File: config.mk
export PLATFORM = sky130hd
export DESIGN_NAME = hls_to_rgb_converter_unit
export DESIGN_NICKNAME = d
export VERILOG_FILES = /design/src/rtl/hlsrgb_pkg.sv /design/src/rtl/hlsrgb_chan.sv /design/src/rtl/hls_to_rgb_converter_unit.sv
export SDC_FILE = /design/constraint.sdc
export NUM_CORES = 2
export LEC_CHECK = 0
export CAP_MARGIN = 20
export CELL_PAD_IN_SITES_DETAIL_PLACEMENT = 1
export CELL_PAD_IN_SITES_GLOBAL_PLACEMENT = 1
export CORE_UTILIZATION = 37
export CTS_BUF_LIST = sky130_fd_sc_hd__clkbuf_4
export DETAILED_ROUTE_END_ITERATION = 10
export DONT_BUFFER_PORTS = 1
export GPL_TIMING_DRIVEN = 0
export PLACE_DENSITY_LB_ADDON = 0.12
export SETUP_SLACK_MARGIN = 0.15
export SLEW_MARGIN = 20
export SYNTH_ARGS = -nofsm -noshare
export SYNTH_HDL_FRONTEND = slang
export SYNTH_SLANG_ARGS = --single-unit
File: constraint.sdc
create_clock -name i_clk -period 8.6 [get_ports i_clk]
set_clock_uncertainty 0.15 [all_clocks]
set_input_delay 0.43 -clock i_clk [delete_from_list [all_inputs] [get_ports i_clk]]
set_output_delay 0.43 -clock i_clk [all_outputs]
set_load 0.01 [all_outputs]
File: src/rtl/hlsrgb_pkg.sv
package hlsrgb_pkg;

    // number formats
    localparam int HUE_FRAC_BITS   = 6;
    localparam int LEVEL_FRAC_BITS = 15;
    localparam int HUE_W           = 15;
    localparam int LVL_W           = 16;

    // hue landmarks in hue units
    localparam int DEG60  = 60 << HUE_FRAC_BITS;
    localparam int DEG120 = 120 << HUE_FRAC_BITS;
    localparam int DEG180 = 180 << HUE_FRAC_BITS;
    localparam int DEG240 = 240 << HUE_FRAC_BITS;
    localparam int DEG360 = 360 << HUE_FRAC_BITS;

    // level landmarks
    localparam int LVL_ONE  = 1 << LEVEL_FRAC_BITS;
    localparam int LVL_HALF = 1 << (LEVEL_FRAC_BITS - 1);

    // ramp datapath widths
    localparam int SPAN_W   = LVL_W + 1;
    localparam int FAC_W    = $clog2(DEG60 + 1);
    localparam int PROD_W   = SPAN_W + FAC_W;
    localparam int RECIP_SH = PROD_W + FAC_W;
    localparam int RECIP_W  = RECIP_SH - FAC_W + 1;

    // reciprocal of the 60 degree span, exact floor division for PROD_W-bit operands
    localparam logic [RECIP_W-1:0] RECIP =
        RECIP_W'(((64'd1 << RECIP_SH) + 64'(DEG60) - 64'd1) / 64'(DEG60));

    // register stages from input to output
    localparam int PIPE_DEPTH = 6;

    typedef struct packed {
        logic [HUE_W-1:0] hue;
        logic [LVL_W-1:0] lightness;
        logic [LVL_W-1:0] saturation;
    } t_hls_in;

    typedef struct packed {
        logic [LVL_W-1:0] red;
        logic [LVL_W-1:0] green;
        logic [LVL_W-1:0] blue;
    } t_rgb_out;

    // piece of the channel hue curve
    typedef enum logic [1:0] {
        REG_UP,
        REG_HI,
        REG_DOWN,
        REG_LO
    } t_region;

    // stage load enables shared with the channel slices
    typedef struct packed {
        logic en2;
        logic en3;
        logic en4;
        logic en5;
        logic en6;
    } t_pipe_en;

endpackage

File: src/rtl/hlsrgb_chan.sv
module hlsrgb_chan (
    input  logic                                i_clk,
    input  hlsrgb_pkg::t_pipe_en                i_en,
    input  logic [hlsrgb_pkg::HUE_W-1:0]        i_hue,
    input  logic [hlsrgb_pkg::SPAN_W-1:0]       i_span,
    input  logic [hlsrgb_pkg::SPAN_W-1:0]       i_hi,
    input  logic [hlsrgb_pkg::SPAN_W-1:0]       i_lo,
    input  logic                                i_gray,
    input  logic [hlsrgb_pkg::LVL_W-1:0]        i_l,
    output logic [hlsrgb_pkg::LVL_W-1:0]        o_level
);
    import hlsrgb_pkg::*;

    t_region                    n_reg2;
    logic [FAC_W-1:0]           n_fac2;
    t_region                    r_reg2, r_reg3, r_reg4, r_reg5;
    logic [FAC_W-1:0]           r_fac2, r_fac3;
    logic [PROD_W-1:0]          n_prod4, r_prod4;
    logic [PROD_W+RECIP_W-1:0]  w_scaled;
    logic [SPAN_W-1:0]          r_quo5;
    logic [SPAN_W-1:0]          w_ramp;
    logic [LVL_W-1:0]           n_level6, r_level6;

    // classify the wrapped hue and form the ramp factor
    always_comb begin
        priority if (i_hue < DEG60) begin
            n_reg2 = REG_UP;
            n_fac2 = FAC_W'(i_hue);
        end else if (i_hue < DEG180) begin
            n_reg2 = REG_HI;
            n_fac2 = '0;
        end else if (i_hue < DEG240) begin
            n_reg2 = REG_DOWN;
            n_fac2 = FAC_W'(DEG240 - int'(i_hue));
        end else begin
            n_reg2 = REG_LO;
            n_fac2 = '0;
        end
    end

    // span times factor, then floor division by the 60 degree span
    assign n_prod4  = i_span * r_fac3;
    assign w_scaled = r_prod4 * RECIP;

    // pick the level for this channel
    assign w_ramp = i_lo + r_quo5;
    always_comb begin
        if (i_gray) begin
            n_level6 = i_l;
        end else begin
            unique case (r_reg5)
                REG_UP, REG_DOWN: n_level6 = w_ramp[LVL_W-1:0];
                REG_HI:           n_level6 = i_hi[LVL_W-1:0];
                REG_LO:           n_level6 = i_lo[LVL_W-1:0];
            endcase
        end
    end

    // stage registers
    always_ff @(posedge i_clk) begin
        if (i_en.en2) begin
            r_reg2 <= n_reg2;
            r_fac2 <= n_fac2;
        end
        if (i_en.en3) begin
            r_reg3 <= r_reg2;
            r_fac3 <= r_fac2;
        end
        if (i_en.en4) begin
            r_reg4  <= r_reg3;
            r_prod4 <= n_prod4;
        end
        if (i_en.en5) begin
            r_reg5 <= r_reg4;
            r_quo5 <= w_scaled[RECIP_SH +: SPAN_W];
        end
        if (i_en.en6) begin
            r_level6 <= n_level6;
        end
    end

    assign o_level = r_level6;

endmodule

File: src/rtl/hls_to_rgb_converter_unit.sv
// HLS to RGB converter: takes one hue/lightness/saturation transaction per clock and returns
// one red/green/blue transaction per clock at full throughput while the output is not stalled.
// The datapath is built from six register stages, in order: hue wrap and clamp,
// level multiply, m1/m2 forming, ramp multiply, reciprocal division by the 60 degree span,
// and final channel selection into the output register. Each stage holds its own valid bit,
// so bubbles are squeezed out while the output is stalled and input keeps flowing until
// all six stages are full. Hue is in 1/64 degree, levels are Q1.15 with 32768 as 1.0;
// lightness and saturation above 1.0 are clamped, zero saturation gives gray.
module hls_to_rgb_converter_unit (
    input  logic                  i_clk,
    input  logic                  i_rst_n,
    input  logic                  i_valid,
    output logic                  o_ready,
    input  hlsrgb_pkg::t_hls_in   i_data,
    output logic                  o_valid,
    input  logic                  i_ready,
    output hlsrgb_pkg::t_rgb_out  o_data
);
    import hlsrgb_pkg::*;

    logic [PIPE_DEPTH-1:0]      r_vld;
    logic [PIPE_DEPTH-1:0]      w_en;
    t_pipe_en                   w_pen;

    // stage 1 signals
    logic [LVL_W-1:0]           n_l1, n_s1, r_l1, r_s1;
    logic                       r_gray1;
    logic [HUE_W:0]             w_rsum;
    logic [HUE_W-1:0]           w_bsub;
    logic [HUE_W-1:0]           n_rh1, n_gh1, n_bh1, r_rh1, r_gh1, r_bh1;

    // stage 2 signals
    logic                       n_sel2, r_sel2;
    logic [SPAN_W-1:0]          w_mb;
    logic [LVL_W+SPAN_W-1:0]    n_prod2, r_prod2;
    logic [LVL_W-1:0]           r_l2, r_s2;
    logic                       r_gray2;

    // stage 3 signals
    logic [SPAN_W-1:0]          w_sh, n_hi3, n_lo3, r_hi3, r_lo3, r_span3;
    logic [LVL_W-1:0]           r_l3;
    logic                       r_gray3;

    // stage 4 and 5 carry
    logic [SPAN_W-1:0]          r_hi4, r_lo4, r_hi5, r_lo5;
    logic [LVL_W-1:0]           r_l4, r_l5;
    logic                       r_gray4, r_gray5;

    // per-stage enables, a stage loads when empty or when the next one loads
    always_comb begin
        w_en[PIPE_DEPTH-1] = !r_vld[PIPE_DEPTH-1] || i_ready;
        for (int k = PIPE_DEPTH - 2; k >= 0; k--) begin
            w_en[k] = !r_vld[k] || w_en[k+1];
        end
    end

    assign w_pen.en2 = w_en[1];
    assign w_pen.en3 = w_en[2];
    assign w_pen.en4 = w_en[3];
    assign w_pen.en5 = w_en[4];
    assign w_pen.en6 = w_en[5];

    // valid bits travel with the data
    always_ff @(posedge i_clk) begin
        if (!i_rst_n) begin
            r_vld <= '0;
        end else begin
            if (w_en[0]) begin
                r_vld[0] <= i_valid;
            end
            for (int k = 1; k < PIPE_DEPTH; k++) begin
                if (w_en[k]) begin
                    r_vld[k] <= r_vld[k-1];
                end
            end
        end
    end

    assign o_ready = w_en[0];
    assign o_valid = r_vld[PIPE_DEPTH-1];

    // clamp levels to 1.0
    assign n_l1 = (i_data.lightness > LVL_ONE) ? LVL_W'(LVL_ONE) : i_data.lightness;
    assign n_s1 = (i_data.saturation > LVL_ONE) ? LVL_W'(LVL_ONE) : i_data.saturation;

    // channel hues wrapped into 0..360, 360 itself kept
    assign w_rsum = {1'b0, i_data.hue} + (HUE_W+1)'(DEG120);
    assign n_rh1  = (w_rsum > DEG360) ? HUE_W'(int'(w_rsum) - DEG360) : w_rsum[HUE_W-1:0];
    assign n_gh1  = (i_data.hue > DEG360) ? HUE_W'(int'(i_data.hue) - DEG360) : i_data.hue;
    assign w_bsub = HUE_W'(int'(i_data.hue) - DEG120);
    always_comb begin
        if (i_data.hue >= DEG120) begin
            n_bh1 = (w_bsub > DEG360) ? HUE_W'(int'(w_bsub) - DEG360) : w_bsub;
        end else begin
            n_bh1 = HUE_W'(int'(i_data.hue) + DEG360 - DEG120);
        end
    end

    // m2 product: l*(1+s) in the lower half, l*s above
    assign n_sel2  = (r_l1 <= LVL_HALF);
    assign w_mb    = n_sel2 ? (SPAN_W'(LVL_ONE) + {1'b0, r_s1}) : {1'b0, r_s1};
    assign n_prod2 = r_l1 * w_mb;

    // m2, m1 and their span
    assign w_sh  = r_prod2[LEVEL_FRAC_BITS +: SPAN_W];
    assign n_hi3 = r_sel2 ? w_sh : ({1'b0, r_l2} + {1'b0, r_s2} - w_sh);
    assign n_lo3 = {r_l2, 1'b0} - n_hi3;

    // datapath registers
    always_ff @(posedge i_clk) begin
        if (w_en[0]) begin
            r_l1    <= n_l1;
            r_s1    <= n_s1;
            r_gray1 <= (n_s1 == '0);
            r_rh1   <= n_rh1;
            r_gh1   <= n_gh1;
            r_bh1   <= n_bh1;
        end
        if (w_en[1]) begin
            r_prod2 <= n_prod2;
            r_sel2  <= n_sel2;
            r_l2    <= r_l1;
            r_s2    <= r_s1;
            r_gray2 <= r_gray1;
        end
        if (w_en[2]) begin
            r_hi3   <= n_hi3;
            r_lo3   <= n_lo3;
            r_span3 <= n_hi3 - n_lo3;
            r_l3    <= r_l2;
            r_gray3 <= r_gray2;
        end
        if (w_en[3]) begin
            r_hi4   <= r_hi3;
            r_lo4   <= r_lo3;
            r_l4    <= r_l3;
            r_gray4 <= r_gray3;
        end
        if (w_en[4]) begin
            r_hi5   <= r_hi4;
            r_lo5   <= r_lo4;
            r_l5    <= r_l4;
            r_gray5 <= r_gray4;
        end
    end

    // one slice per channel
    hlsrgb_chan u_red (
        .i_clk   (i_clk),
        .i_en    (w_pen),
        .i_hue   (r_rh1),
        .i_span  (r_span3),
        .i_hi    (r_hi5),
        .i_lo    (r_lo5),
        .i_gray  (r_gray5),
        .i_l     (r_l5),
        .o_level (o_data.red)
    );

    hlsrgb_chan u_green (
        .i_clk   (i_clk),
        .i_en    (w_pen),
        .i_hue   (r_gh1),
        .i_span  (r_span3),
        .i_hi    (r_hi5),
        .i_lo    (r_lo5),
        .i_gray  (r_gray5),
        .i_l     (r_l5),
        .o_level (o_data.green)
    );

    hlsrgb_chan u_blue (
        .i_clk   (i_clk),
        .i_en    (w_pen),
        .i_hue   (r_bh1),
        .i_span  (r_span3),
        .i_hi    (r_hi5),
        .i_lo    (r_lo5),
        .i_gray  (r_gray5),
        .i_l     (r_l5),
        .o_level (o_data.blue)
    );

endmodule

; ---- Word level (Yosys, flattened, before mapping)
; Index checks and enable logic that the tools add are counted.
[op_classes]
addsub = 18
multipliers = 7
order_cmp = 16
eq_ne = 9
n_mux = 28
reduce_logical = 22
[ops]
columns = operator, count
row1 = "29-bit by 30-bit multiplier with 57-bit output, second input constant", 3
row2 = 16-bit case mux with 3 select lines, 3
row3 = 12-bit two-way mux, 9
row4 = "15-bit by 14-bit less-than comparator with 1-bit output, second input constant", 6
row5 = 17-bit by 12-bit multiplier with 29-bit output, 3
row6 = 16-bit two-way mux, 4
row7 = 15-bit two-way mux, 4
row8 = 17-bit subtractor, 3
row9 = 16-bit adder, 3
row10 = "15-bit by 12-bit less-than comparator with 1-bit output, second input constant", 3
row11 = "15-bit subtractor, second input constant", 3
row12 = "12-bit subtractor, first input constant", 3
row13 = 17-bit two-way mux, 2
row14 = "16-bit greater-than comparator, second input constant", 2
row15 = 16-bit by 17-bit multiplier with 32-bit output, 1
row16 = "15-bit greater-than comparator, second input constant", 2
row17 = "15-bit by 13-bit subtractor with 15-bit output, second input constant", 2
row18 = 16-bit by 16-bit adder with 17-bit output, 1
row19 = "16-bit by 16-bit adder with 17-bit output, first input constant", 1
row20 = "15-bit by 13-bit adder with 16-bit output, second input constant", 1
row21 = "16-bit by 15-bit greater-than comparator with 1-bit output, second input constant", 1
row22 = "16-bit by 15-bit <= comparator with 1-bit output, second input constant", 1
row23 = 16-bit logical NOT, 1
row24 = "15-bit adder, second input constant", 1
row25 = other kinds (8), 37
[totals]
ff_bits = 593
inputBits = 51
output_inout_bits = 50

; ---- Logic depth before layout (Yosys ltp)
[depth]
ltp_word = 7
ltp_mapped = 30
mapped_depth_nobuf = 30

; ---- Cells and area by module
; From an unflattened synthesis, not the netlist that was laid out.
[unflattened]
hier_cells = 7506
hier_area_um2 = 76744.9
[modules_own_cells]
columns = module, instances, cells_per_inst, area_per_inst_um2, seq_area_each_um2
row1 = hls_to_rgb_converter_unit, 1, 1845, 20977.6, 8438.1
row2 = hlsrgb_chan at u_green, 1, 1918, 18706.7, 2792.7
row3 = hlsrgb_chan at u_red, 1, 1892, 18649.1, 2792.7
row4 = hlsrgb_chan at u_blue, 1, 1851, 18411.4, 2792.7

; ---- Least setup slack after synthesis
; No wires, ideal clock.
[synth_timing]
path_kind = reg2reg
from = reg r_l1[8]
to = reg r_prod2[28] (data pin)
arrival_ns = 6.481
required_time_ns = 8.186
setup_slack_ns = 1.704
stages_incl_launch_ff = 24
path_buffers = 2
path_cell_list = edfxtp_1 clkbuf_1 nor4_1 nand4_1 a21oi_1 ha_1 clkbuf_1 nand2_1 fa_1 inv_1 fa_1 fa_1 fa_1 fa_1 inv_1 fa_1 inv_1 ha_1 or3_1 o221a_4 a221o_1 a211o_1 a21oi_2 o21ai_0
[synth_via]
elab_chain_cells = 3
[synth_rtl]
columns = element, line_no
row1 = start: declaration, hls_to_rgb_converter_unit.sv:26  ; logic [LVL_W-1:0] n_l1, n_s1, r_l1, r_s1;
row2 = start signal: assignment, hls_to_rgb_converter_unit.sv:112  ; r_l1 <= n_l1;
row3 = 16-bit by 15-bit <= comparator with 1-bit output, hls_to_rgb_converter_unit.sv:100  ; assign n_sel2 = (r_l1 <= LVL_HALF);
row4 = net n_sel2, hls_to_rgb_converter_unit.sv:33  ; logic n_sel2, r_sel2;
row5 = 17-bit two-way mux, hls_to_rgb_converter_unit.sv:101  ; assign w_mb = n_sel2 ? (SPAN_W'(LVL_ONE) + {1'b0, r_s1}) : {1'b0, r_s1};
row6 = 16-bit by 17-bit multiplier with 32-bit output, hls_to_rgb_converter_unit.sv:102  ; assign n_prod2 = r_l1 * w_mb;
row7 = net n_prod2[28], hls_to_rgb_converter_unit.sv:35  ; logic [LVL_W+SPAN_W-1:0] n_prod2, r_prod2;
row8 = end signal: assignment, hls_to_rgb_converter_unit.sv:120  ; r_prod2 <= n_prod2;
row9 = end: declaration, hls_to_rgb_converter_unit.sv:35
; The timed path passes the listed nets, and every way through them passes these cells.
; A chain may end at the register's enable or synchronous reset.

; ---- Worst setup path in the final report
[layout_timing]
from = reg r_l1[3]
to = reg r_prod2[28] (data pin)
[layout_via]
elab_chain_cells = 3
[layout_rtl]
columns = element, line_no
row1 = 16-bit by 15-bit <= comparator with 1-bit output, hls_to_rgb_converter_unit.sv:100
row2 = 17-bit two-way mux, hls_to_rgb_converter_unit.sv:101
row3 = 16-bit by 17-bit multiplier with 32-bit output (*), hls_to_rgb_converter_unit.sv:102
row4 = net n_prod2[28], hls_to_rgb_converter_unit.sv:35
; Mark *: on every way through the listed nets, which the timed path passes. The rest lies on a longest branch.

==> load_flow_metrics.sql <==
INSERT INTO impl_metrics (metric_group, metric, value, unit) VALUES
('floorplanning', 'site_rows', '163', ''),
('critical_path', 'timing.critical_path.cells', 'clkbuf_1 -> nand2_1 -> fa_1 -> inv_1 -> fa_1 -> inv_1 -> fa_1 -> inv_1 -> fa_1 -> inv_1 -> fa_1 -> inv_1 -> fa_1 -> ha_1 -> a21oi_1 -> o211ai_1 -> a221oi_2 -> a21oi_2 -> o221a_4 -> a221o_1 -> a211o_1 -> a21oi_2 -> o21ai_0', ''),
('clock_network', 'cts_made_buffers', '153', ''),
('global_route', 'remaining_global_route_overflow', '0', ''),
('critical_path', 'worst_path_most_repeated_cell', 'sky130_fd_sc_hd__fa_1', ''),
('min_path', 'hp-class', 'reg -> reg', ''),
('floorplanning', 'start_util', '37.3', '%'),
('sta', 'ratio_of_final_minimum_period_to_clock_period', '93.7', '%'),
('sta', 'slew_violations', '0', ''),
('cells_and_area', 'multi_input_area', '50900', 'um^2'),
('sta', 'setup_violations', '0', ''),
('routing', 'num_vias', '50800', ''),
('sta', 'timing_hold_violations_final', '0', ''),
('global_route', 'grt_max_degree', '94', ''),
('floorplanning', 'die_area', '201000', 'um^2'),
('sta', 'slew-limit-headroom', '24.7', '%'),
('logic_synthesis', 'synth_flop_cell', 'sky130_fd_sc_hd__edfxtp_1', ''),
('clock_network', 'cts_tree', 'done', ''),
('sta', 'fmaxAchievable', '124', 'MHz'),
('cells_and_area', 'layout.core_utilization', '40.7', '%'),
('critical_path', 'path_class', 'reg -> reg', ''),
('routing', 'detail_route.first_pass.iterations', '7', ''),
('sta', 'timing_worst_slew_pin_value', '1.13', 'ns'),
('logic_synthesis', 'yosys_top_cell_area_share', '27.8', '%'),
('placed_design', 'gp_congestion', '0.870', ''),
('logic_synthesis', 'post_synth_inst_count', '7136', ''),
('logic_synthesis', 'netlist_area', '73700', 'um^2'),
('run_status', 'run_status', 'finished, final reports clean', ''),
('logic_synthesis', 'synth.yosys.seq_area_share', '22.4', '%'),
('clock_network', 'clk_latency', '1.12', 'ns'),
('cells_and_area', 'post_route_cells_drive_above_1_share', '4.33', '%'),
('critical_path', 'crit_path_buf_inv_count', '6', ''),
('cells_and_area', 'register_area', '16500', 'um^2'),
('sta', 'grt_setup_unrepaired', 'false', ''),
('routing', 'totalWireLength', '216000', 'um'),
('cells_and_area', 'final.fill_count', '22100', ''),
('critical_path', 'cp_top_family', 'adder cells', ''),
('floorplanning', 'fp.dieW', '448', 'um'),
('critical_path', 'arrival', '8.78', 'ns'),
('critical_path', 'startpoint_type', 'flip-flop', ''),
('logic_synthesis', 'ffs_w_async_s_r_synth', '0', '%'),
('logic_synthesis', 'synth.distinct_cells', '84', ''),
('global_route', 'grt_pass1_vias', '56200', ''),
('sta', 'finalCriticalPeriod', '8.06', 'ns'),
('logic_synthesis', 'yosys-top-cells-area', 'sky130_fd_sc_hd__fa_1 28%, sky130_fd_sc_hd__edfxtp_1 22%, sky130_fd_sc_hd__ha_1 21%', ''),
('logic_synthesis', 'synth.yosys.warnings', '0', ''),
('logic_synthesis', 'number_of_enable_flip_flop_cells_after_synthesis', '546', ''),
('logic_synthesis', 'post_synth_top_area_cell', 'sky130_fd_sc_hd__fa_1', ''),
('critical_path', 'worstPathMaxFanout', '10', ''),
('cells_and_area', 'area.growth.synth_to_final', '9.16', '%'),
('logic_synthesis', 'synth_seq_cells', '552', ''),
('clock_network', 'clock_sink_count', '552', ''),
('global_route', 'initial_antenna_violation_count', '21', ''),
('cells_and_area', 'nets', '9734', ''),
('routing', 'drt_iter0_drc', '2774', ''),
('critical_path', 'timing.rr.start', 'r_l1[3]', ''),
('clock_network', 'clock-root-buffer', 'sky130_fd_sc_hd__clkbuf_4', ''),
('critical_path', 'setup.worst_path.end_class', 'flip-flop', ''),
('logic_synthesis', 'syn-mean-instance-area', '10.3', 'um^2'),
('critical_path', 'crit_path_max_incr_delay', '0.77', 'ns'),
('sta', 'tns', '0', 'ns'),
('floorplanning', 'die_outline_height', '448', 'um'),
('global_route', 'global_route_wire_length_before_repair', '335000', 'um'),
('critical_path', 'setup.worst_path.start', 'r_l1[3]', ''),
('routing', 'drc', '0', ''),
('routing', 'ant_nets', '0', ''),
('floorplanning', 'area_of_the_core', '198000', 'um^2'),
('critical_path', 'crit_slowest_cell', 'sky130_fd_sc_hd__edfxtp_1', ''),
('placed_design', 'port_buffers', '0', ''),
('routing', 'wl_per_cell', '21.2', 'um'),
('routing', 'vias_per_cell', '4.99', '');
-- layout make-up --
type | count | share of cell area (%)
Sequential cell | 552 | 20.5
Clock buffer | 209 | 1.95
Multi-Input combinational cell | 4881 | 63.2
Buffer | 187 | 0.888
Antenna cell | 13 | 0.0404
Inverter | 1537 | 7.18
Timing Repair Buffer | 118 | 1.60
Tap cell | 2640 | 4.10
Clock inverter | 45 | 0.516
-- stage by stage --
| stage | instance area (um^2) | setup WS, ns | std cells | hold WS (ns) |
|---|---|---|---|---|
| 2_1_floorplan | 73800 | 1.70 | 7157 | 0.250 |
| 3_3_place_gp | 77100 | 0.390 | 9797 | 0.251 |
| 3_5_place_dp | 77400 | 0.313 | 9804 | 0.255 |
| 4_1_cts | 80400 | 0.411 | 10200 | 0.0931 |
| 5_1_grt | 80500 | 0.190 | 10200 | 0.127 |
| 6_report | 80500 | 0.544 | 10200 | 0.211 |
-- cell usage after synthesis (92+ instances only) --
library cell,number
sky130_fd_sc_hd__xnor2_1,153
sky130_fd_sc_hd__fa_1,1023
sky130_fd_sc_hd__clkbuf_1,178
sky130_fd_sc_hd__inv_1,1536
sky130_fd_sc_hd__and2_1,300
sky130_fd_sc_hd__a21o_1,92
sky130_fd_sc_hd__ha_1,1230
sky130_fd_sc_hd__o21ai_0,144
sky130_fd_sc_hd__edfxtp_1,546
sky130_fd_sc_hd__nand2_1,703
sky130_fd_sc_hd__a21oi_1,181
sky130_fd_sc_hd__nor2_1,201
-- worst register-to-register path, stage by stage (launching register included) --
cell,delay (ns)
sky130_fd_sc_hd__edfxtp_1,0.77
sky130_fd_sc_hd__clkbuf_1,0.59
sky130_fd_sc_hd__nand2_1,0.16
sky130_fd_sc_hd__fa_1,0.53
sky130_fd_sc_hd__inv_1,0.06
sky130_fd_sc_hd__fa_1,0.54
sky130_fd_sc_hd__inv_1,0.06
sky130_fd_sc_hd__fa_1,0.51
sky130_fd_sc_hd__inv_1,0.06
sky130_fd_sc_hd__fa_1,0.52
sky130_fd_sc_hd__inv_1,0.05
sky130_fd_sc_hd__fa_1,0.55
sky130_fd_sc_hd__inv_1,0.07
sky130_fd_sc_hd__fa_1,0.45
sky130_fd_sc_hd__ha_1,0.33
sky130_fd_sc_hd__a21oi_1,0.15
sky130_fd_sc_hd__o211ai_1,0.12
sky130_fd_sc_hd__a221oi_2,0.59
sky130_fd_sc_hd__a21oi_2,0.23
sky130_fd_sc_hd__o221a_4,0.30
sky130_fd_sc_hd__a221o_1,0.40
sky130_fd_sc_hd__a211o_1,0.33
sky130_fd_sc_hd__a21oi_2,0.17
sky130_fd_sc_hd__o21ai_0,0.13
-- final timing paths --
path	endpoint	slack [ns]	depth (start not counted)
max	r_prod2[28]	0.54	23
min	r_hi5[3]	0.21	0
max reg2reg	r_prod2[28]	0.54	23
min reg2reg	r_hi5[3]	0.21	0
-- per-layer routing --
metal  routed length, um  GRT usage [%]  up-vias
met3               10100           2.97      184
met1              103000           31.3    26000
met4                3450           4.69        2
met2               99600           35.9     1004
li1                    -              -    23600
met5                  12              0        -
-- cell usage in the layout (no fill, tap or decap), types with 17 or more instances in the layout --
| master | Yosys | final |
|---|---|---|
| sky130_fd_sc_hd__inv_1 | 1536 | 1533 |
| sky130_fd_sc_hd__ha_1 | 1230 | 1230 |
| sky130_fd_sc_hd__fa_1 | 1023 | 1023 |
| sky130_fd_sc_hd__nand2_1 | 703 | 701 |
| sky130_fd_sc_hd__edfxtp_1 | 546 | 546 |
| sky130_fd_sc_hd__and2_1 | 300 | 300 |
| sky130_fd_sc_hd__clkbuf_4 | 0 | 209 |
| sky130_fd_sc_hd__nor2_1 | 201 | 201 |
| sky130_fd_sc_hd__a21oi_1 | 181 | 181 |
| sky130_fd_sc_hd__clkbuf_1 | 178 | 170 |
| sky130_fd_sc_hd__xnor2_1 | 153 | 153 |
| sky130_fd_sc_hd__o21ai_0 | 144 | 144 |
| sky130_fd_sc_hd__dlygate4sd3_1 | 0 | 108 |
| sky130_fd_sc_hd__a21o_1 | 92 | 92 |
| sky130_fd_sc_hd__nor2b_1 | 77 | 77 |
| sky130_fd_sc_hd__nor3_1 | 77 | 77 |
| sky130_fd_sc_hd__nand3_1 | 66 | 65 |
| sky130_fd_sc_hd__xor2_1 | 56 | 56 |
| sky130_fd_sc_hd__o21a_1 | 54 | 54 |
| sky130_fd_sc_hd__a211oi_1 | 44 | 44 |
| sky130_fd_sc_hd__nand2b_1 | 44 | 44 |
| sky130_fd_sc_hd__o211ai_1 | 29 | 29 |
| sky130_fd_sc_hd__mux2i_1 | 28 | 28 |
| sky130_fd_sc_hd__or2_2 | 25 | 25 |
| sky130_fd_sc_hd__nand4_1 | 24 | 24 |
| sky130_fd_sc_hd__o31ai_1 | 24 | 24 |
| sky130_fd_sc_hd__a31oi_1 | 24 | 24 |
| sky130_fd_sc_hd__conb_1 | 2 | 23 |
| sky130_fd_sc_hd__nor4_1 | 21 | 21 |
| sky130_fd_sc_hd__o21bai_1 | 19 | 19 |
| sky130_fd_sc_hd__or3_1 | 18 | 18 |
| sky130_fd_sc_hd__clkinv_1 | 1 | 18 |
| sky130_fd_sc_hd__and3_1 | 17 | 17 |
| sky130_fd_sc_hd__a21boi_0 | 17 | 17 |
-- timing repair --
action | 4_1_cts | 5_1_grt
setup buffers | 0 | 2
hold buffers | 108 | 0
setup endpoints to repair | 0 | 3
endpoints found under the hold margin | 178 | 0
gates resized for setup | 0 | 15
-- kinds of logic after synthesis --
kind of cell	after synthesis	share of synthesized area, %
adder cells (fa/ha/maj)	2253	48.6
buffers and inverters	1724	8.78
other	2	0.0102
AND/OR/NAND/NOR	1613	10.5
XOR/XNOR	209	2.48
multiplexers	42	0.597
AO/OA/AOI/OAI	741	6.62
flip-flops	552	22.4
Power is not shown: default switching activity piles up to over one toggle a cycle in this logic, so the estimate is an artifact.
